## src/hw/rtl/pfc_pkg.sv

```systemverilog
`timescale 1ns / 1ps
// ----------------------------------------------------------------------------
// pfc_pkg
// shared constants and types of the pixel format converter
// ----------------------------------------------------------------------------
package pfc_pkg;

    localparam int FMT_W     = 3;
    localparam int CFG_IDX_W = 1;
    localparam int PAL_IDX_W = 8;
    localparam int CH_W      = 8;
    localparam int PIX_W     = 32;
    localparam int RGB_W     = 3 * CH_W;
    localparam int S_DATA_W  = PAL_IDX_W + RGB_W + PIX_W;

    // configuration register indexes
    localparam logic [CFG_IDX_W-1:0] REG_IN_FORMAT  = 1'b0;
    localparam logic [CFG_IDX_W-1:0] REG_OUT_FORMAT = 1'b1;

    // input depth codes
    localparam logic [FMT_W-1:0] IN_FMT_1BIT    = 3'd0;
    localparam logic [FMT_W-1:0] IN_FMT_PALETTE = 3'd1;
    localparam logic [FMT_W-1:0] IN_FMT_15BIT   = 3'd2;
    localparam logic [FMT_W-1:0] IN_FMT_16BIT   = 3'd3;
    localparam logic [FMT_W-1:0] IN_FMT_24BIT   = 3'd4;
    localparam logic [FMT_W-1:0] IN_FMT_32BIT   = 3'd5;

    // output depth codes
    localparam logic [FMT_W-1:0] OUT_FMT_1BIT  = 3'd0;
    localparam logic [FMT_W-1:0] OUT_FMT_15BIT = 3'd1;
    localparam logic [FMT_W-1:0] OUT_FMT_16BIT = 3'd2;
    localparam logic [FMT_W-1:0] OUT_FMT_24BIT = 3'd3;
    localparam logic [FMT_W-1:0] OUT_FMT_32BIT = 3'd4;

    localparam logic [CH_W-1:0] CH_FULL = 8'hff;

    // palette entry, red in the top byte
    typedef struct packed {
        logic [CH_W-1:0] red;
        logic [CH_W-1:0] green;
        logic [CH_W-1:0] blue;
    } rgb_t;

    // pixel request after the input stage
    typedef struct packed {
        logic [PIX_W-1:0] colour;
        logic [FMT_W-1:0] in_fmt;
        logic [FMT_W-1:0] out_fmt;
    } s1_t;

    typedef struct packed {
        logic [CH_W-1:0] alpha;
        logic [CH_W-1:0] red;
        logic [CH_W-1:0] green;
        logic [CH_W-1:0] blue;
    } rgba_t;

    // pixel request after unpacking
    typedef struct packed {
        rgba_t            px;
        logic [FMT_W-1:0] out_fmt;
    } s2_t;

endpackage

```

## src/hw/rtl/pfc_pack.sv

```systemverilog
`timescale 1ns / 1ps
// ----------------------------------------------------------------------------
// pfc_pack
// packs channels into the output depth and holds the result register
// ----------------------------------------------------------------------------
module pfc_pack (
    input  logic                      aclk,
    input  logic                      aresetn,
    input  logic                      valid_in,
    input  pfc_pkg::s2_t              data_in,
    output logic                      ready_out,
    output logic                      m_valid,
    output logic [pfc_pkg::PIX_W-1:0] m_data,
    input  logic                      m_ready
);
    import pfc_pkg::*;

    logic             valid_reg;
    logic [PIX_W-1:0] data_reg;
    logic [PIX_W-1:0] data_next;
    rgba_t            p;

    assign p         = data_in.px;
    assign ready_out = !valid_reg || m_ready;

    always_comb begin
        case (data_in.out_fmt)
            OUT_FMT_1BIT: begin
                data_next = {{(PIX_W - 1){1'b0}}, |{p.red, p.green, p.blue}};
            end
            OUT_FMT_15BIT: begin
                data_next = {17'd0, p.red[7:3], p.green[7:3], p.blue[7:3]};
            end
            OUT_FMT_16BIT: begin
                data_next = {16'd0, p.red[7:3], p.green[7:2], p.blue[7:3]};
            end
            OUT_FMT_24BIT: begin
                data_next = {8'd0, p.red, p.green, p.blue};
            end
            OUT_FMT_32BIT: begin
                data_next = {p.alpha, p.red, p.green, p.blue};
            end
            default: begin
                data_next = '0;
            end
        endcase
    end

    always_ff @(posedge aclk) begin
        if (!aresetn) begin
            valid_reg <= 1'b0;
        end else if (ready_out) begin
            valid_reg <= valid_in;
        end
    end

    always_ff @(posedge aclk) begin
        if (ready_out && valid_in) begin
            data_reg <= data_next;
        end
    end

    assign m_valid = valid_reg;
    assign m_data  = data_reg;

endmodule

```

## config.mk

```make
export PLATFORM = sky130hd
export DESIGN_NAME = pfc_pack
export DESIGN_NICKNAME = d
export VERILOG_FILES = /design/src/hw/rtl/pfc_pkg.sv /design/src/hw/rtl/pfc_pack.sv
export SDC_FILE = /design/constraint.sdc
export NUM_CORES = 1
export LEC_CHECK = 0
export BUFFER_PORTS_ARGS = -buffer_cell sky130_fd_sc_hd__buf_2
export CAP_MARGIN = 10
export CORE_MARGIN = 5
export CORE_UTILIZATION = 40
export CTS_CLUSTER_DIAMETER = 60
export DETAILED_ROUTE_END_ITERATION = 6
export PLACE_DENSITY_LB_ADDON = 0.15
export SETUP_SLACK_MARGIN = 0.4
export SLEW_MARGIN = 20
export SYNTH_ARGS = -nofsm -noshare
export SYNTH_HDL_FRONTEND = slang
export SYNTH_SLANG_ARGS = --single-unit
```

## constraint.sdc

```tcl
create_clock -name aclk -period 3.1 [get_ports aclk]
set_input_delay 0 -clock aclk [delete_from_list [all_inputs] [get_ports aclk]]
set_output_delay 0 -clock aclk [all_outputs]
set_load 0.01 [all_outputs]
```

[After elaboration in Yosys (flattened, before gate mapping)]
Index checks and enable logic that the tools add are counted.
Operators by class
  equality and inequality tests: 4
  muxes and demuxes: 1
  reduce and logical (&&, ||, !) cells: 5
Operator list (number)
  $pmux 32 s5: 1
  $reduce_or 24->1: 1
  $eq 3x2->1 const B: 2
  $eq 3x1->1 const B: 1
  $eq 3x3->1 const B: 1
  $logic_not 3->1: 1
  $logic_and 1x1->1: 1
  $logic_not 1->1: 1
  $logic_or 1x1->1: 1
Word-level totals
  register bits after elaboration: 33

[Depth between registers and ports, before layout]
  word-level depth: 3
  mapped depth: 6
  depth with buffers taken out: 4

[Worst setup path before layout]
Ideal clock, no wire load.
  path type: reg-to-reg
  start: reg valid_reg, in the netlist m_valid
  end: reg data_reg[0], in the netlist m_data[0] (enable)
  setup time: 0.392 ns
  arrival: 1.302 ns
  path slack: 1.406 ns
  cell stages (with the launch flop): 3
  path buffers: 0
  clock period less this slack: 1.694 ns
  cells stage by stage: dfxtp_1 -> nand2b_1 -> and2_1
On the way
  longest elaborated chain between the ends: 3
RTL lines
  start: declaration: RTL line pfc_pack.sv:18  | logic valid_reg;
  start signal: assignment: RTL line pfc_pack.sv:53  | valid_reg <= valid_in;
  $logic_not 1->1: RTL line pfc_pack.sv:24  | assign ready_out = !valid_reg || m_ready;
  $logic_or 1x1->1: RTL line pfc_pack.sv:24
  net ready_out: RTL line pfc_pack.sv:11  | output logic ready_out,
  $logic_and 1x1->1: RTL line pfc_pack.sv:58  | if (ready_out && valid_in) begin
  end signal: assignment: RTL line pfc_pack.sv:59  | data_reg <= data_next;
  end: declaration: RTL line pfc_pack.sv:19  | logic [PIX_W-1:0] data_reg;
The timed path passes the listed nets, and every way through them passes these cells.
A chain may end at the register's enable or synchronous reset.

[Final worst setup path]
  start: reg valid_reg, in the netlist m_valid
  end: reg data_reg[20], in the netlist m_data[20] (enable)
On the way
  longest elaborated chain between the ends: 3
RTL lines (RTL line)
  $logic_not 1->1: pfc_pack.sv:24
  $logic_or 1x1->1: pfc_pack.sv:24
  $logic_and 1x1->1: pfc_pack.sv:58
Every way passes these cells.

==> summary.txt <==
Run status
  – Status: completed

Yosys
  – Synth cell types: 35
  – Predominant post-synthesis flop cell: edfxtp_1
  – Post-Syn Area per Cell: 12.0 um^2
  – Top-area cell type share of the netlist area: between 50% and 60%
  – Post-synthesis cell count: 148
  – Top area cells in the synthesized netlist: edfxtp_1 (54%), and2_1 (6.0%), mux2_2 (4.4%), a21o_1 (3.0%), mux2i_1 (2.8%)
  – Async SR Flop Fraction: 0%
  – Post-synthesis sequential area ratio: 55.1%
  – Cell taking the most area after synthesis: edfxtp_1
  – Post-Syn Area: 0.00178 mm^2
  – Ys Warns: 0
  – Synth Net Count: around 190
  – Post-synth EDFFs: 32
  – #FFs+latches synth: 33

Clock tree
  – H-tree Lvls: 2
  – Number of gates resized after cts: 0
  – Worst-Skew Late Latency: 0.28 ns
  – Clock slew seen by the registers of the worst setup and hold paths: 0.07 ns
  – CTS tree: built
  – Post-CTS Setup Inserts: 0
  – CTS Buffer Depth: 2
  – Root Buffer: clkbuf_8
  – Inserted Clock Buffers: 5
  – # hold bufs at CTS: 5
  – Clock sink count: 33

Place
  – I/O Buffers: roughly 70
  – Placed cell areas: 0.00212 mm^2
  – Placed Instances: 264
  – Gpl congestion: approximately 0.79
  – Final HPWL DP: 3140 um

Detailed routing
  – Antenna viol nets, final: 0
  – Via density: 5.16
  – Vias: 1430
  – WL per Instance: 15.8 um
  – Starting DRC count in detailed routing: 94
  – DRT Wirelength: 4370 um
  – Drt first pass iters: 4
  – # DRC: 0

Critical path
  – Max Fanout on Critical Path: 32
  – Crit path arrival time: 1.18 ns
  – WS Path Type: register to register
  – Critical Path Max Stage Delay: 0.37 ns
  – CP required: between 3 and 4 ns
  – Crit path capture type: register
  – Crit-path slowest cell: buf_4
  – Worst path cell trace: nand2b_1 > and2_1 > buf_4
  – CP Launch Type: register

GRT
  – Aggregate global routing overflow: 0
  – Overall routing resource usage: 14.7%
  – First-pass GRT wire length: 6960 um
  – Initial antenna violation count: 0
  – Vias in the first global route: 1416
  – Pin count of the biggest net entering global routing: 33

Pwr
  – Seq pwr share: 52.8%
  – Logic pwr share: 17.6%
  – Sw Share: 25.1%
  – PwrDens: 448 mW/mm^2
  – Clock power share: roughly 30%
  – Max VDD drop: ~0.00019 V
  – Leak Pwr: 0.000981 uW
  – Cell Int Power: roughly 760 uW
  – Net Switching: 253 uW

Layout
  – Layout Nets: 264
  – Non-filler instance count after layout: approximately 280
  – Fin util: 52.1%
  – Layout area overhead: 26.5%
  – Diode count: 0
  – Share of cells above drive strength 1: between 40% and 50%
  – Final instance area: 0.00225 mm^2

STA
  – Final hold vios: 0
  – Final Cycle Share: 40.1%
  – Rel. slew slack: 58.8%
  – RSZ-0062 raised after global routing: false
  – Max-slew violation count: 0
  – Final TNS setup: 0 ns
  – Worst-Margin Slew: 0.619 ns
  – Max Clock Skew: 0.00729 ns
  – Peak Freq: 0.804 GHz
  – Final setup vio count: 0
  – Crit path time final: 1.24 ns

Run
  – Max-cap violations: 0

Floorplan
  – Initial Util: just over 40%
  – Core area: 0.00432 mm^2
  – # IOs: 73
  – Die width: 76.7 um
  – Die height: ~77 um
  – Die footprint: 0.00589 mm^2
  – Row cnt: 24

Min path
  – Hold Crit Class: input pin to register
state kept, by name (all words and copies together), names as in the netlist:
signal   count
m_valid      1
m_data      32
per-stage QoR:
| stage | setup WS [ns] | total power [uW] | hold slack (ns) |
|---|---|---|---|
| 3_5_place_dp | 1.70 | 717 | 0.272 |
| 2_1_floorplan | 1.41 | 645 | 0.139 |
| 3_3_place_gp | 1.74 | 712 | 0.252 |
| 5_1_grt | 1.78 | 1060 | 0.00854 |
| 4_1_cts | 1.84 | 1020 | 0.0102 |
| 6_report | 1.86 | 1010 | 0.00418 |
synth_stat cells, types with 2 or more instances:
cell	number
a21oi_2	2
a21oi_1	8
clkbuf_8	3
and2_1	17
edfxtp_1	32
inv_1	2
nand2_1	13
a21o_1	7
a211oi_1	5
mux2i_1	5
o21ai_0	9
nor2_1	5
buf_2	2
a22oi_1	4
a311oi_1	2
buf_6	2
mux2_2	7
nor4_1	6
critical path, delay by kind of cell, from the launching register on:
| family | cells | cell delay, ns |
|---|---|---|
| and+or+nand+nor | 2 | 0.21 |
| DFF | 1 | 0.31 |
| buffers and inverters | 1 | 0.37 |
placed cells by master (no fill, tap or decap), drive strengths merged, types with 2 or more instances in the layout:
cell	instances
clkbuf	6
a311oi	2
nand2	13
a22oi	4
mux2	7
a21o	7
dlygate4sd3	6
nor2	5
inv	2
buf	74
nand2b	2
a21oi	10
nor4	6
and2	17
mux2i	5
a211oi	5
o21ai	9
edfxtp	32
path summary, 6_finish.rpt:
path | startpoint | cells after the start | to | slack [ns]
hold / removal | data_in[30] | 2 | m_data[27] | 0.004
setup reg to reg | m_valid | 3 | m_data[20] | 1.86
setup / recovery | m_valid | 3 | m_data[20] | 1.86
hold reg to reg | m_valid | 3 | m_data[28] | 1.03
metal layers:
layer | track usage, % | vias to the layer above | wire length (um)
met5 | 0 | - | 0
met4 | 6.12 | 0 | 86
met3 | 4.57 | 9 | 307
met1 | 18.8 | 663 | 1910
li1 | - | 707 | -
met2 | 22.9 | 51 | 2070
power by group through the flow:
stage	clock [uW]	sequential, uW	combinational (uW)
global route	328	536	197
detailed placement	0	543	174
floorplan	0	562	83.2
finish	299	533	178
CTS	303	534	180
global placement	0	543	169
layout make-up:
cell class / instances / area (um^2)
clock inverter: 1 / 3.75
multi-input combinational: 103 / 687
timing repair buffer: 80 / 435
inverter: 2 / 7.51
sequential: 33 / 981
fill: 400 / 2070
tap: 52 / 65.1
clock buffer: 6 / 72.6
kinds of logic (layout without fill, tap and decap cells):
logic type      after synthesis  in the layout  share of synthesized area (%)
fa+ha+maj                     1              1                          0.562
flops                        33             33                           55.1
simple gates                 49             49                           15.4
mux                          12             12                           7.24
buf+inv                      12             89                           6.32
compound gates               41             41                           15.4
(Power assumes the default switching activity.)
