==> src/hw/rtl/pfc_pkg.sv <==
`timescale 1ns / 1ps
// ----------------------------------------------------------------------------
// pfc_pkg
// shared constants and types of the pixel format converter
// ----------------------------------------------------------------------------
package pfc_pkg;

    localparam int FMT_W     = 3;
    localparam int CFG_IDX_W = 1;
    localparam int PAL_IDX_W = 8;
    localparam int CH_W      = 8;
    localparam int PIX_W     = 32;
    localparam int RGB_W     = 3 * CH_W;
    localparam int S_DATA_W  = PAL_IDX_W + RGB_W + PIX_W;

    // configuration register indexes
    localparam logic [CFG_IDX_W-1:0] REG_IN_FORMAT  = 1'b0;
    localparam logic [CFG_IDX_W-1:0] REG_OUT_FORMAT = 1'b1;

    // input depth codes
    localparam logic [FMT_W-1:0] IN_FMT_1BIT    = 3'd0;
    localparam logic [FMT_W-1:0] IN_FMT_PALETTE = 3'd1;
    localparam logic [FMT_W-1:0] IN_FMT_15BIT   = 3'd2;
    localparam logic [FMT_W-1:0] IN_FMT_16BIT   = 3'd3;
    localparam logic [FMT_W-1:0] IN_FMT_24BIT   = 3'd4;
    localparam logic [FMT_W-1:0] IN_FMT_32BIT   = 3'd5;

    // output depth codes
    localparam logic [FMT_W-1:0] OUT_FMT_1BIT  = 3'd0;
    localparam logic [FMT_W-1:0] OUT_FMT_15BIT = 3'd1;
    localparam logic [FMT_W-1:0] OUT_FMT_16BIT = 3'd2;
    localparam logic [FMT_W-1:0] OUT_FMT_24BIT = 3'd3;
    localparam logic [FMT_W-1:0] OUT_FMT_32BIT = 3'd4;

    localparam logic [CH_W-1:0] CH_FULL = 8'hff;

    // palette entry, red in the top byte
    typedef struct packed {
        logic [CH_W-1:0] red;
        logic [CH_W-1:0] green;
        logic [CH_W-1:0] blue;
    } rgb_t;

    // pixel request after the input stage
    typedef struct packed {
        logic [PIX_W-1:0] colour;
        logic [FMT_W-1:0] in_fmt;
        logic [FMT_W-1:0] out_fmt;
    } s1_t;

    typedef struct packed {
        logic [CH_W-1:0] alpha;
        logic [CH_W-1:0] red;
        logic [CH_W-1:0] green;
        logic [CH_W-1:0] blue;
    } rgba_t;

    // pixel request after unpacking
    typedef struct packed {
        rgba_t            px;
        logic [FMT_W-1:0] out_fmt;
    } s2_t;

endpackage

==> src/hw/rtl/pfc_unpack.sv <==
`timescale 1ns / 1ps
// ----------------------------------------------------------------------------
// pfc_unpack
// splits a source pixel into 8-bit channels and alpha
// ----------------------------------------------------------------------------
module pfc_unpack (
    input  logic           aclk,
    input  logic           aresetn,
    input  logic           valid_in,
    input  pfc_pkg::s1_t   data_in,
    input  pfc_pkg::rgb_t  pal_rgb,
    output logic           ready_out,
    output logic           valid_out,
    output pfc_pkg::s2_t   data_out,
    input  logic           ready_in
);
    import pfc_pkg::*;

    logic  valid_reg;
    s2_t   data_reg;
    rgba_t px_next;
    logic [PIX_W-1:0] c;

    assign c         = data_in.colour;
    assign ready_out = !valid_reg || ready_in;

    // for 15- and 16-bit sources, low bits filled by replicating the top bits of each field
    always_comb begin
        px_next = '{alpha: CH_FULL, red: '0, green: '0, blue: '0};
        case (data_in.in_fmt)
            IN_FMT_1BIT: begin
                if (c != '0) begin
                    px_next.red   = CH_FULL;
                    px_next.green = CH_FULL;
                    px_next.blue  = CH_FULL;
                end
            end
            IN_FMT_PALETTE: begin
                px_next.red   = pal_rgb.red;
                px_next.green = pal_rgb.green;
                px_next.blue  = pal_rgb.blue;
            end
            IN_FMT_15BIT: begin
                px_next.red   = {c[14:10], c[14:12]};
                px_next.green = {c[9:5], c[9:7]};
                px_next.blue  = {c[4:0], c[4:2]};
            end
            IN_FMT_16BIT: begin
                px_next.red   = {c[15:11], c[15:13]};
                px_next.green = {c[10:5], c[10:9]};
                px_next.blue  = {c[4:0], c[4:2]};
            end
            IN_FMT_24BIT: begin
                px_next.red   = c[7:0];
                px_next.green = c[15:8];
                px_next.blue  = c[23:16];
            end
            IN_FMT_32BIT: begin
                px_next.red   = c[7:0];
                px_next.green = c[15:8];
                px_next.blue  = c[23:16];
                px_next.alpha = c[31:24];
            end
            default: begin
                px_next = '{alpha: CH_FULL, red: '0, green: '0, blue: '0};
            end
        endcase
    end

    always_ff @(posedge aclk) begin
        if (!aresetn) begin
            valid_reg <= 1'b0;
        end else if (ready_out) begin
            valid_reg <= valid_in;
        end
    end

    always_ff @(posedge aclk) begin
        if (ready_out && valid_in) begin
            data_reg.px      <= px_next;
            data_reg.out_fmt <= data_in.out_fmt;
        end
    end

    assign valid_out = valid_reg;
    assign data_out  = data_reg;

endmodule

==> config.mk <==
export PLATFORM = sky130hd
export DESIGN_NAME = pfc_unpack
export DESIGN_NICKNAME = d
export VERILOG_FILES = /design/src/hw/rtl/pfc_pkg.sv /design/src/hw/rtl/pfc_unpack.sv
export SDC_FILE = /design/constraint.sdc
export NUM_CORES = 1
export LEC_CHECK = 0
export BUFFER_PORTS_ARGS = -buffer_cell sky130_fd_sc_hd__buf_2
export CAP_MARGIN = 5
export CORE_UTILIZATION = 40
export CTS_BUF_LIST = sky130_fd_sc_hd__clkbuf_8 sky130_fd_sc_hd__clkbuf_16
export CTS_CLUSTER_DIAMETER = 60
export CTS_CLUSTER_SIZE = 16
export DETAILED_ROUTE_END_ITERATION = 10
export PLACE_DENSITY = 0.77
export SKIP_LAST_GASP = 1
export SYNTH_ARGS = -nofsm -noshare
export SYNTH_HDL_FRONTEND = slang
export SYNTH_SLANG_ARGS = --single-unit
==> constraint.sdc <==
create_clock -name aclk -period 1.95 [get_ports aclk]
set_input_delay 0.195 -clock aclk [delete_from_list [all_inputs] [get_ports aclk]]
set_output_delay 0.195 -clock aclk [all_outputs]
set_load 0.02 [all_outputs]
Word-level counts from Yosys, hierarchy flattened
Cells that the tools add are included.
{"block": "classes", "eq_ne": 5, "muxes": 2, "n_reduce_logical": 6}
{"operator": "case mux 24 bit (5 select lines)", "count": 1}
{"operator": "nonzero test 32 bit", "count": 1}
{"operator": "2-to-1 mux 24 bit", "count": 1}
{"operator": "equality test 3 x 2 -> 1 bit, second input constant", "count": 2}
{"operator": "equality test 3 bit, second input constant", "count": 2}
{"operator": "equality test 3 x 1 -> 1 bit, second input constant", "count": 1}
{"operator": "logical NOT 3 bit", "count": 1}
{"operator": "OR reduction 2 bit", "count": 1}
{"operator": "logical AND 1 bit", "count": 1}
{"operator": "logical NOT 1 bit", "count": 1}
{"operator": "logical OR 1 bit", "count": 1}
{"block": "totals", "regBits": 36, "input_bits": 66, "output_inout_bits": 37, "word_cells": 19}

Longest topological paths before layout
Gate-level depths: netlist of run 1.
{"block": "logic_depth", "ltp_word": 3, "mapped_depth": 5}

Worst setup path before layout of run 1
Ideal clock, no wire load.
{"block": "synth_path", "path_type": "register -> register", "start": "reg valid_reg, in the netlist valid_out", "end": "reg data_reg, in the netlist data_out[0], enable pin", "arrival_time_ns": 1.509, "path_stages_with_launch": 3, "slack_ns": 0.045, "setup_ns": 0.395, "cell_sequence": "dfxtp_1 nand2b_1 and2_1"}
{"block": "synth_between", "elab_chain_len": 3}
{"item": "start, declared", "line": "pfc_unpack.sv:19", "text": "logic valid_reg;"}
{"item": "start signal, assigned", "line": "pfc_unpack.sv:74", "text": "valid_reg <= valid_in;"}
{"item": "logical NOT 1 bit", "line": "pfc_unpack.sv:25", "text": "assign ready_out = !valid_reg || ready_in;"}
{"item": "logical OR 1 bit", "line": "pfc_unpack.sv:25"}
{"item": "via ready_out", "line": "pfc_unpack.sv:12", "text": "output logic ready_out,"}
{"item": "logical AND 1 bit", "line": "pfc_unpack.sv:79", "text": "if (ready_out && valid_in) begin"}
{"item": "end, declared", "line": "pfc_unpack.sv:20", "text": "s2_t data_reg;"}
The timed path passes the listed nets, and every way through them passes these cells.
A chain may end at the register's enable or synchronous reset.

==> results of run 1 <==
worst paths after layout:
| path | cells after the start | endpoint |
|---|---|---|
| worst max-delay path | 6 | data_out[23] |
| worst max register to register | 3 | data_out[2] |
| worst min register to register | 2 | valid_out |
| worst min-delay path | 1 | data_out[2] |
flip-flops by register name, summed over array words and instances (netlist names):
name / count
data_out: 35
valid_out: 1
report_power, final:
| part | switching, W | internal, W | leakage [nW] | total, W |
|---|---|---|---|---|
| sequential | 0.0000133 | 0.000918 | 0.339 | 0.000931 |
| combinational | 0.000231 | 0.000158 | 0.658 | 0.000389 |
| clock | 0.000266 | 0.000378 | 0.0541 | 0.000644 |
routing by layer:
layer  vias up  GRT usage, %  part of all wire [%]
met5         -             0                     0
met4         0          9.33                   2.2
met3        10          3.23                   6.9
met2        79          32.4                    47
met1       766          24.5                    43
li1        808             -                     -
stage by stage:
| step | cells | power (W) |
|---|---|---|
| global placement | 297 | 0.00133 |
| detailed placement | 297 | 0.00134 |
| finish | 305 | 0.00196 |
| CTS | 305 | 0.00197 |
| global route | 305 | 0.00204 |
| floorplan | 151 | 0.00117 |
cells in the final DEF (no fill, tap or decap), types with 2 or more instances in the layout:
cell	n
sky130_fd_sc_hd__edfxtp_1	35
sky130_fd_sc_hd__buf_2	102
sky130_fd_sc_hd__nor4_2	7
sky130_fd_sc_hd__buf_4	4
sky130_fd_sc_hd__mux2_2	9
sky130_fd_sc_hd__clkbuf_8	5
sky130_fd_sc_hd__nand2_1	12
sky130_fd_sc_hd__o221ai_1	4
sky130_fd_sc_hd__nor2b_1	3
sky130_fd_sc_hd__mux2i_1	4
sky130_fd_sc_hd__o211ai_2	2
sky130_fd_sc_hd__or2_2	8
sky130_fd_sc_hd__o211ai_1	12
sky130_fd_sc_hd__a22oi_1	24
sky130_fd_sc_hd__nand4_1	2
sky130_fd_sc_hd__nand3_1	6
sky130_fd_sc_hd__nand2b_1	2
kinds of logic after synthesis:
logic type	share of synthesized area [%]
compound gates	18.4
buf+inv	3.97
flops	55.8
simple gates	14.5
mux	7.36
area by class of cell:
cell class | count | area, um^2 | share of cell area (%)
flip-flops and latches | 36 | 1070 | 41.4
multi-input cells | 101 | 773 | 29.9
repair buffers | 107 | 561 | 21.7
clock buffers | 5 | 68.8 | 2.66
well taps | 52 | 65.1 | 2.52
clock inverters | 3 | 42.5 | 1.65
inverters | 1 | 3.75 | 0.145
==> PnR_summary.wiki, run 1 <==
{| class="wikitable"
! Metric !! Value
|-
| Outcome || finished, violations left
|-
| Violations in the final reports || design-rule violations
|-
| Worst Max-Slew Pin Slew || 498 ps
|-
| Number of global-route vias before repair || 1,530
|-
| Post-route fraction of the period consumed by the critical path || 69.4%
|-
| Async set-reset flop share out of synthesis || 0%
|-
| Number of iterations in the first detailed-routing pass || 7
|-
| Setup repair after global routing missed its margin || no
|-
| Initial antenna violation count || 0
|-
| CTS Sinks || 36
|-
| Biggest area contributors in the synthesized netlist || sky130_fd_sc_hd__edfxtp_1 (55%), sky130_fd_sc_hd__a22oi_1 (9.4%), sky130_fd_sc_hd__mux2_2 (5.3%)
|-
| Number of synthesized flops with an enable pin || 35
|-
| Port buffer count || 102
|-
| Area share of the largest cell type after synthesis || 54.7%
|-
| Min-Delay Startpoint || data_in[2]
|-
| Yosys cell types || 26
|-
| Synthesis warning total || 0
|-
| Number of buffers inserted by post-CTS setup repair || 0
|-
| Wire length of the first global-routing pass || 7.42 mm
|-
| Most common flop cell mapped by yosys || sky130_fd_sc_hd__edfxtp_1
|-
| Flop2flop setup slack || 640 ps
|-
| Number of buffer and inverter instances along the worst setup path || 2
|-
| Combined area of all synthesized cells || 1920 um^2
|-
| Max-capacitance violation count || 0
|-
| Leakage component of the power || 1.05 nW
|-
| Min Hold Slack || 77.9 ps
|-
| Remaining antenna violation count after routing || 0
|-
| Global placement routability congestion || 0.822
|-
| Startpoint of the worst-slack reg-to-reg timing path || valid_out
|-
| Effective utilization at floorplan || 42.9%
|-
| Post-DR wirelength/cell || 15.9 um
|-
| Flip-flop and latch count after synthesis || 36
|-
| Power per cell area || 760 nW/um^2
|-
| Relative slew slack || 66.7%
|-
| CP max FO || 24
|-
| Kind of launch point of the worst setup path || primary input
|-
| Hold crit path type || primary input to flop
|-
| Cell count after synthesis || 151
|-
| Leading post-synthesis cells by instance count || sky130_fd_sc_hd__edfxtp_1 (35), sky130_fd_sc_hd__a22oi_1 (24), sky130_fd_sc_hd__nand2_1 (12), sky130_fd_sc_hd__o211ai_1 (12), sky130_fd_sc_hd__mux2_2 (9)
|-
| Clock slew seen by the registers of the worst setup and hold paths || 70 ps
|-
| Fraction of final layout cells with drive strength greater than 1 || 56.1%
|-
| Final Hold Viols || 0
|-
| Gates resized, CTS repair || 0
|-
| Quantity of hold-fixing buffers added after cts || 0
|-
| CTS Buf Count || 5
|-
| Fillers || 385
|-
| Area of the placeable core || 4470 um^2
|-
| Post-route setup slack || 597 ps
|-
| Setup TNS after final layout || 0 ps
|-
| CP max-delay cell || sky130_fd_sc_hd__nor4_1
|-
| Critical path, cell by cell || buf_2 > nor4_1 > nand4_1 > o21ai_4 > buf_12 > o221ai_1
|-
| Post-synth net total || 217
|-
| CTS tree || yes
|-
| Category of the critical setup timing path || primary input to flop
|-
| Max Fclk || 739 MHz
|-
| Leading cell type by number of instances after synthesis || sky130_fd_sc_hd__edfxtp_1
|-
| Site Rows || 24
|-
| Routed via count || 1,663
|-
| Post-synthesis area per instance || 12.7 um^2
|-
| Cell accounting for the most synthesized area || sky130_fd_sc_hd__edfxtp_1
|-
| Post-layout util || 57.8%
|-
| Peak per-stage delay on the critical path || 320 ps
|-
| CP Launch Point || data_in[30]
|-
| Antenna diode count || 0
|-
| Final routed wirelength across all metal layers || 4.85 mm
|-
| Die Y-Extent || 71.3 um
|-
| Final standard cell area without fillers || 2580 um^2
|-
| Die Outline Area || 5080 um^2
|-
| Final Max Tran Viols || 0
|-
| Worst Setup End Kind || flop
|-
| Vias per std cell || 5.45
|-
| Estimated wirelength of the detail-placed design || 3.65 mm
|-
| Htree depth || 2
|-
| Final routed DRC violation total || 12
|-
| Endpoint required time on the critical path || 1970 ps
|-
| Placed cell areas || 2470 um^2
|-
| Clock latency at the later pin of the worst-skew pair || 290 ps
|-
| Number of I/O pins || 103
|-
| Maximum buffer depth of the clock tree || 2
|-
| Pin count of the biggest net entering global routing || 36
|-
| Total number of nets in the final design || 318
|-
| Final setup fails || 0
|-
| Clock Skews || 5.79 ps
|-
| Post-place setup slack || 285 ps
|-
| Minimum period implied by the final worst setup slack || 1350 ps
|-
| Fraction of the yosys area taken by sequential cells || 55.8%
|-
| Cell family contributing the most delay on the critical path || simple AND/OR/NAND/NOR gates
|-
| IR drop worst, VDD || 0.000286 V
|-
| Root buffer cell || sky130_fd_sc_hd__clkbuf_8
|-
| GRT Total Usage || 19.3%
|-
| Layout-stage area growth over the synthesis result || 34.6%
|-
| X dimension of the die || 71.3 um
|-
| Aggregate global routing overflow || 0
|-
| Number of design-rule violations left by the first detailed-router iteration || 134
|-
| Arrival time reported for the critical path endpoint || 1370 ps
|}
(Power assumes the default switching activity.)
==> inputs of run 2 (changes only) <==
==> constraint.sdc (replaced) <==
create_clock -name aclk -period 1.4 [get_ports aclk]
set_input_delay 0.14 -clock aclk [delete_from_list [all_inputs] [get_ports aclk]]
set_output_delay 0.14 -clock aclk [all_outputs]
set_load 0.02 [all_outputs]
==> PnR_summary.wiki, run 2 (synthesis results as in run 1) <==
{| class="wikitable"
! Metric !! Value
|-
| Min-Delay Startpoint || data_in[1]
|-
| Min Hold Slack || 30.9 ps
|-
| Antenna diode count || 0
|-
| Maximum buffer depth of the clock tree || 2
|-
| Vias per std cell || 5.62
|-
| Peak per-stage delay on the critical path || 350 ps
|-
| R2R cell count || 3
|-
| Post-route non-filler standard cell count || 326
|-
| Critical path, cell by cell || buf_2 > nor4_2 > nand4_1 > o21ai_4 > buf_4 > nand3_1
|-
| Startpoint of the worst-slack reg-to-reg timing path || valid_out
|-
| Die Y-Extent || 71.3 um
|-
| Max-capacitance violation count || 0
|-
| Net Sw Power || 0.000728 W
|-
| Number of placed cells counting well taps || 318
|-
| GRT Total Usage || 21.5%
|-
| Sw frac || 23.0%
|-
| Root buffer cell || sky130_fd_sc_hd__clkbuf_8
|-
| Pint || 0.00244 W
|-
| Arrival time reported for the critical path endpoint || 1390 ps
|-
| Part of the power in the clock network || 39.9%
|-
| Endpoint required time on the critical path || 1430 ps
|-
| IR drop worst, VDD || 0.000473 V
|-
| Post-DR wirelength/cell || 16.6 um
|-
| Clock Skews || 8.27 ps
|-
| Reg-to-reg endpoint || data_out[22]
|-
| Most common library cell in the layout ignoring fill and taps || sky130_fd_sc_hd__buf_2
|-
| Number of buffers inserted by post-CTS setup repair || 0
|-
| Setup TNS after final layout || 0 ps
|-
| Final Max Tran Viols || 0
|-
| Number of design-rule violations left by the first detailed-router iteration || 149
|-
| CTS tree || yes
|-
| Proportion of power drawn by flip-flops and latches || 40.9%
|-
| X dimension of the die || 71.3 um
|-
| Wire length of the first global-routing pass || 8.25 mm
|-
| Category of the critical setup timing path || primary input to flop
|-
| Die Outline Area || 5080 um^2
|-
| Initial antenna violation count || 0
|-
| Max FFs per register || 35
|-
| CTS Buf Count || 5
|-
| Final routed wirelength across all metal layers || 5.42 mm
|-
| Power, Total || 0.00316 W
|-
| Clock slew seen by the registers of the worst setup and hold paths || 80 ps
|-
| Site Rows || 24
|-
| Effective utilization at floorplan || 42.9%
|-
| Setup repair after global routing missed its margin || no
|-
| Kind of launch point of the worst setup path || primary input
|-
| Portion of total power attributed to combinational logic || 19.2%
|-
| Number of iterations in the first detailed-routing pass || 9
|-
| Post-route fraction of the period consumed by the critical path || 97.5%
|-
| Layout-stage area growth over the synthesis result || 47.0%
|-
| Number of I/O pins || 103
|-
| Outcome || finished, violations left
|-
| Routed via count || 1,831
|-
| Number of global-route vias before repair || 1,718
|-
| Flop2flop setup slack || 310 ps
|-
| CP max-delay cell || sky130_fd_sc_hd__nor4_2
|-
| Remaining antenna violation count after routing || 0
|-
| Total number of nets in the final design || 339
|-
| Clock latency at the later pin of the worst-skew pair || 280 ps
|-
| Final setup fails || 0
|-
| Relative slew slack || 59.4%
|-
| Fillers || 360
|-
| CP max FO || 6
|-
| Htree depth || 2
|-
| Pin count of the biggest net entering global routing || 36
|-
| Worst Setup End Kind || flop
|-
| Worst Max-Slew Pin Slew || 608 ps
|-
| Global placement routability congestion || 0.888
|-
| Fraction of final layout cells with drive strength greater than 1 || 60.2%
|-
| Max Fclk || 733 MHz
|-
| Violations in the final reports || design-rule violations
|-
| Final Hold Viols || 0
|-
| Estimated wirelength of the detail-placed design || 4.12 mm
|-
| Number of cells on the worst hold path || 1
|-
| CTS Sinks || 36
|-
| Aggregate global routing overflow || 0
|-
| Leakage component of the power || 1.19 nW
|-
| Port buffer count || 102
|-
| Final routed DRC violation total || 7
|-
| Hold crit path type || primary input to flop
|-
| Power per cell area || 1120 nW/um^2
|-
| Minimum period implied by the final worst setup slack || 1360 ps
|-
| Most frequent cells in the layout || sky130_fd_sc_hd__buf_2 (102), sky130_fd_sc_hd__edfxtp_1 (35), sky130_fd_sc_hd__a22oi_1 (24)
|-
| Area of the placeable core || 4470 um^2
|-
| Hold Path End || data_out[1]
|}
## run 2: metal layers
layer | global-route usage [%] | routed length, um | up-vias
met5 | 0 | 0 | -
met4 | 8.22 | 86 | 0
met3 | 3.38 | 442 | 10
met2 | 37.7 | 2790 | 110
met1 | 26.9 | 2110 | 859
li1 | - | - | 852
## run 2: area by class of cell
class	count	area, um^2	area share (%)
multi-input cells	101	782	27.7
inverters	1	3.75	0.133
flip-flops and latches	36	1070	37.9
repair buffers	128	743	26.3
well taps	52	65.1	2.30
clock buffers	5	68.8	2.44
clock inverters	3	90.1	3.19
## run 2: stage by stage
stage | utilization [%] | setup WS (ps) | area (um^2)
after floorplan | - | 51.7 | 1920
after global placement | 59.4 | -284 | 2660
after detailed placement | 59.4 | -274 | 2660
after CTS | 63.0 | 22.0 | 2820
after global routing | 63.1 | 13.8 | 2820
final | 63.1 | 35.6 | 2820
## run 2: worst max-delay path, delay by kind of cell
family,cells,cell delay (ps)
simple gates,3,660
compound gates,1,280
buf+inv,2,300
## run 2: power groups by stage
stage	clock [W]	sequential [W]	combinational, W
after floorplan	0	0.00142	0.000208
after global placement	0	0.00132	0.000590
after detailed placement	0	0.00132	0.000600
after CTS	0.00128	0.00129	0.000604
after global routing	0.00131	0.00130	0.000649
final	0.00126	0.00129	0.000609
## run 2: how the worst max path moves through the flow
stage	startpoint	end	slack, ps	cells after the start
detailed placement	data_in[30]	data_out[18]	-270	6
finish	data_in[23]	data_out[18]	40	6
CTS	data_in[30]	data_out[18]	20	6
floorplan	valid_out	data_out[0]	50	2
global placement	data_in[30]	data_out[10]	-280	6
global route	data_in[31]	data_out[18]	10	6
## run 2: timing repair
item,4_1_cts,5_1_grt
hold buffers,0,0
resized for setup,0,1
setup endpoints to repair,0,20
==> inputs of run 3 (changes only) <==
--- a/config.mk
+++ b/config.mk
@@ -5,14 +5,14 @@
 export SDC_FILE = /design/constraint.sdc
 export NUM_CORES = 1
 export LEC_CHECK = 0
-export BUFFER_PORTS_ARGS = -buffer_cell sky130_fd_sc_hd__buf_2
+export BUFFER_PORTS_ARGS = -buffer_cell sky130_fd_sc_hd__clkbuf_2
 export CAP_MARGIN = 5
-export CORE_UTILIZATION = 40
+export CORE_UTILIZATION = 45
 export CTS_BUF_LIST = sky130_fd_sc_hd__clkbuf_8 sky130_fd_sc_hd__clkbuf_16
 export CTS_CLUSTER_DIAMETER = 60
 export CTS_CLUSTER_SIZE = 16
 export DETAILED_ROUTE_END_ITERATION = 10
-export PLACE_DENSITY = 0.77
+export PLACE_DENSITY = 0.84
 export SKIP_LAST_GASP = 1
 export SYNTH_ARGS = -nofsm -noshare
 export SYNTH_HDL_FRONTEND = slang
==> PnR_summary.wiki, run 3 (synthesis results as in run 1) <==
{| class="wikitable"
! Metric !! Value
|-
| Net Sw Power || 0.000685 W
|-
| Endpoint required time on the critical path || 1400 ps
|-
| Pin count of the biggest net entering global routing || 36
|-
| Initial antenna violation count || 0
|-
| Max Fclk || 751 MHz
|-
| Max FFs per register || 35
|-
| Pint || 0.00187 W
|-
| CP max FO || 24
|-
| Portion of total power attributed to combinational logic || 23.0%
|-
| Site Rows || 23
|-
| Leakage component of the power || 1.17 nW
|-
| X dimension of the die || 67.3 um
|-
| Worst Max-Slew Pin Slew || 494 ps
|-
| Category of the critical setup timing path || primary input to flop
|-
| IR drop worst, VDD || 0.000425 V
|-
| Vias per std cell || 5.52
|-
| Max-capacitance violation count || 0
|-
| Total number of nets in the final design || 339
|-
| Hold crit path type || primary input to flop
|-
| Outcome || complete, no violations
|-
| Final Max Tran Viols || 0
|-
| Topmost layer with routed signal wires || met4
|-
| Setup repair after global routing missed its margin || no
|-
| Number of design-rule violations left by the first detailed-router iteration || 154
|-
| CTS tree || yes
|-
| Remaining antenna violation count after routing || 0
|-
| Startpoint of the worst-slack reg-to-reg timing path || valid_out
|-
| Kind of launch point of the worst setup path || primary input
|-
| Worst Setup End Kind || flop
|-
| Wire length of the first global-routing pass || 7.54 mm
|-
| Power per cell area || 940 nW/um^2
|-
| Clock latency at the later pin of the worst-skew pair || 280 ps
|-
| Post-DR wirelength/cell || 15.1 um
|-
| Layout-stage area growth over the synthesis result || 41.5%
|-
| CTS Buf Count || 5
|-
| Post-route fraction of the period consumed by the critical path || 95.1%
|-
| Clock slew seen by the registers of the worst setup and hold paths || 60 ps
|-
| Post-place setup slack || -213 ps
|-
| Antenna diode count || 0
|-
| Number of global-route vias before repair || 1,560
|-
| Minimum period implied by the final worst setup slack || 1330 ps
|-
| Number of I/O pins || 103
|-
| Clock Skews || 4.00 ps
|-
| Proportion of power drawn by flip-flops and latches || 50.9%
|-
| Estimated wirelength of the detail-placed design || 3.96 mm
|-
| Port buffer count || 102
|-
| Die Y-Extent || 67.3 um
|-
| Min-Delay Startpoint || data_in[0]
|-
| Most common library cell in the layout ignoring fill and taps || sky130_fd_sc_hd__clkbuf_2
|-
| Htree depth || 2
|-
| Global placement routability congestion || 0.860
|-
| Number of iterations in the first detailed-routing pass || 4
|-
| Final routed wirelength across all metal layers || 4.90 mm
|-
| Power, Total || 0.00255 W
|-
| Arrival time reported for the critical path endpoint || 1330 ps
|-
| Final setup fails || 0
|-
| Post-route setup slack || 68.0 ps
|-
| CP Launch Point || data_in[22]
|-
| Fraction of final layout cells with drive strength greater than 1 || 59.1%
|-
| CTS Sinks || 36
|-
| GRT Total Usage || 23.2%
|-
| Most frequent cells in the layout || sky130_fd_sc_hd__clkbuf_2 (102), sky130_fd_sc_hd__edfxtp_1 (35), sky130_fd_sc_hd__buf_4 (25)
|-
| Sw frac || 26.8%
|-
| Die Outline Area || 4530 um^2
|-
| WL met1 || 1.96 mm
|-
| Routed via count || 1,790
|-
| Area of the placeable core || 4060 um^2
|-
| Part of the power in the clock network || 26.1%
|-
| Relative slew slack || 67.0%
|-
| Maximum buffer depth of the clock tree || 2
|-
| Aggregate global routing overflow || 0
|-
| Final routed DRC violation total || 0
|-
| Met2 WL post-DR || 2.46 mm
|-
| Final Hold Viols || 0
|-
| Setup TNS after final layout || 0 ps
|-
| Met3 wire length || 425 um
|-
| Effective utilization at floorplan || 47.3%
|-
| Root buffer cell || sky130_fd_sc_hd__clkbuf_8
|}
==> run 3: worst paths after layout <==
check | depth (start not counted) | endpoint | slack, ps
worst min-delay path | 1 | data_out[0] | 40
worst max register to register | 2 | data_out[2] | 190
worst min register to register | 2 | valid_out | 540
worst max-delay path | 6 | data_out[23] | 70
==> run 3: final cells by class <==
class | count | area, um^2
clock buffer | 5 | 68.8
clock inverter | 3 | 11.3
timing repair buffer | 128 | 718
sequential | 36 | 1070
inverter | 1 | 3.75
multi-input combinational | 101 | 782
tap | 50 | 62.6
fill | 320 | 1340
==> run 3: routing by layer <==
metal  up-vias  track usage (%)
met3         7             4.90
met2       101             38.1
met1       826             30.2
li1        856                -
met4         0             7.71
met5         -                0
==> run 3: what timing repair did <==
item | CTS | global route
setup endpoints to repair | 0 | 4
setup buffers | 0 | 0
hold buffers | 0 | 0
resized for setup | 0 | 1
==> run 3: power groups by stage <==
stage	Combinational [W]	Clock, W	Sequential [W]
2_1_floorplan	0.000208	0	0.00142
3_3_place_gp	0.000573	0	0.00132
3_5_place_dp	0.000585	0	0.00132
4_1_cts	0.000587	0.000684	0.00130
5_1_grt	0.000637	0.000721	0.00130
6_report	0.000588	0.000665	0.00130
==> run 3: critical path, cell delays in order <==
cell                       delay [ps]
sky130_fd_sc_hd__clkbuf_2         100
sky130_fd_sc_hd__nor4_2           360
sky130_fd_sc_hd__nand4_1          200
sky130_fd_sc_hd__o21ai_4          210
sky130_fd_sc_hd__buf_12           180
sky130_fd_sc_hd__o221ai_1         140
==> run 3: stage by stage <==
step | hold WS, ps | instances | cell area, um^2 | utilization, %
2_1_floorplan | 239 | 151 | 1920 | -
3_3_place_gp | 321 | 316 | 2630 | 64.8
3_5_place_dp | 319 | 316 | 2630 | 64.8
4_1_cts | 28.0 | 324 | 2710 | 66.8
5_1_grt | 28.4 | 324 | 2720 | 67.0
6_report | 38.5 | 324 | 2720 | 67.0
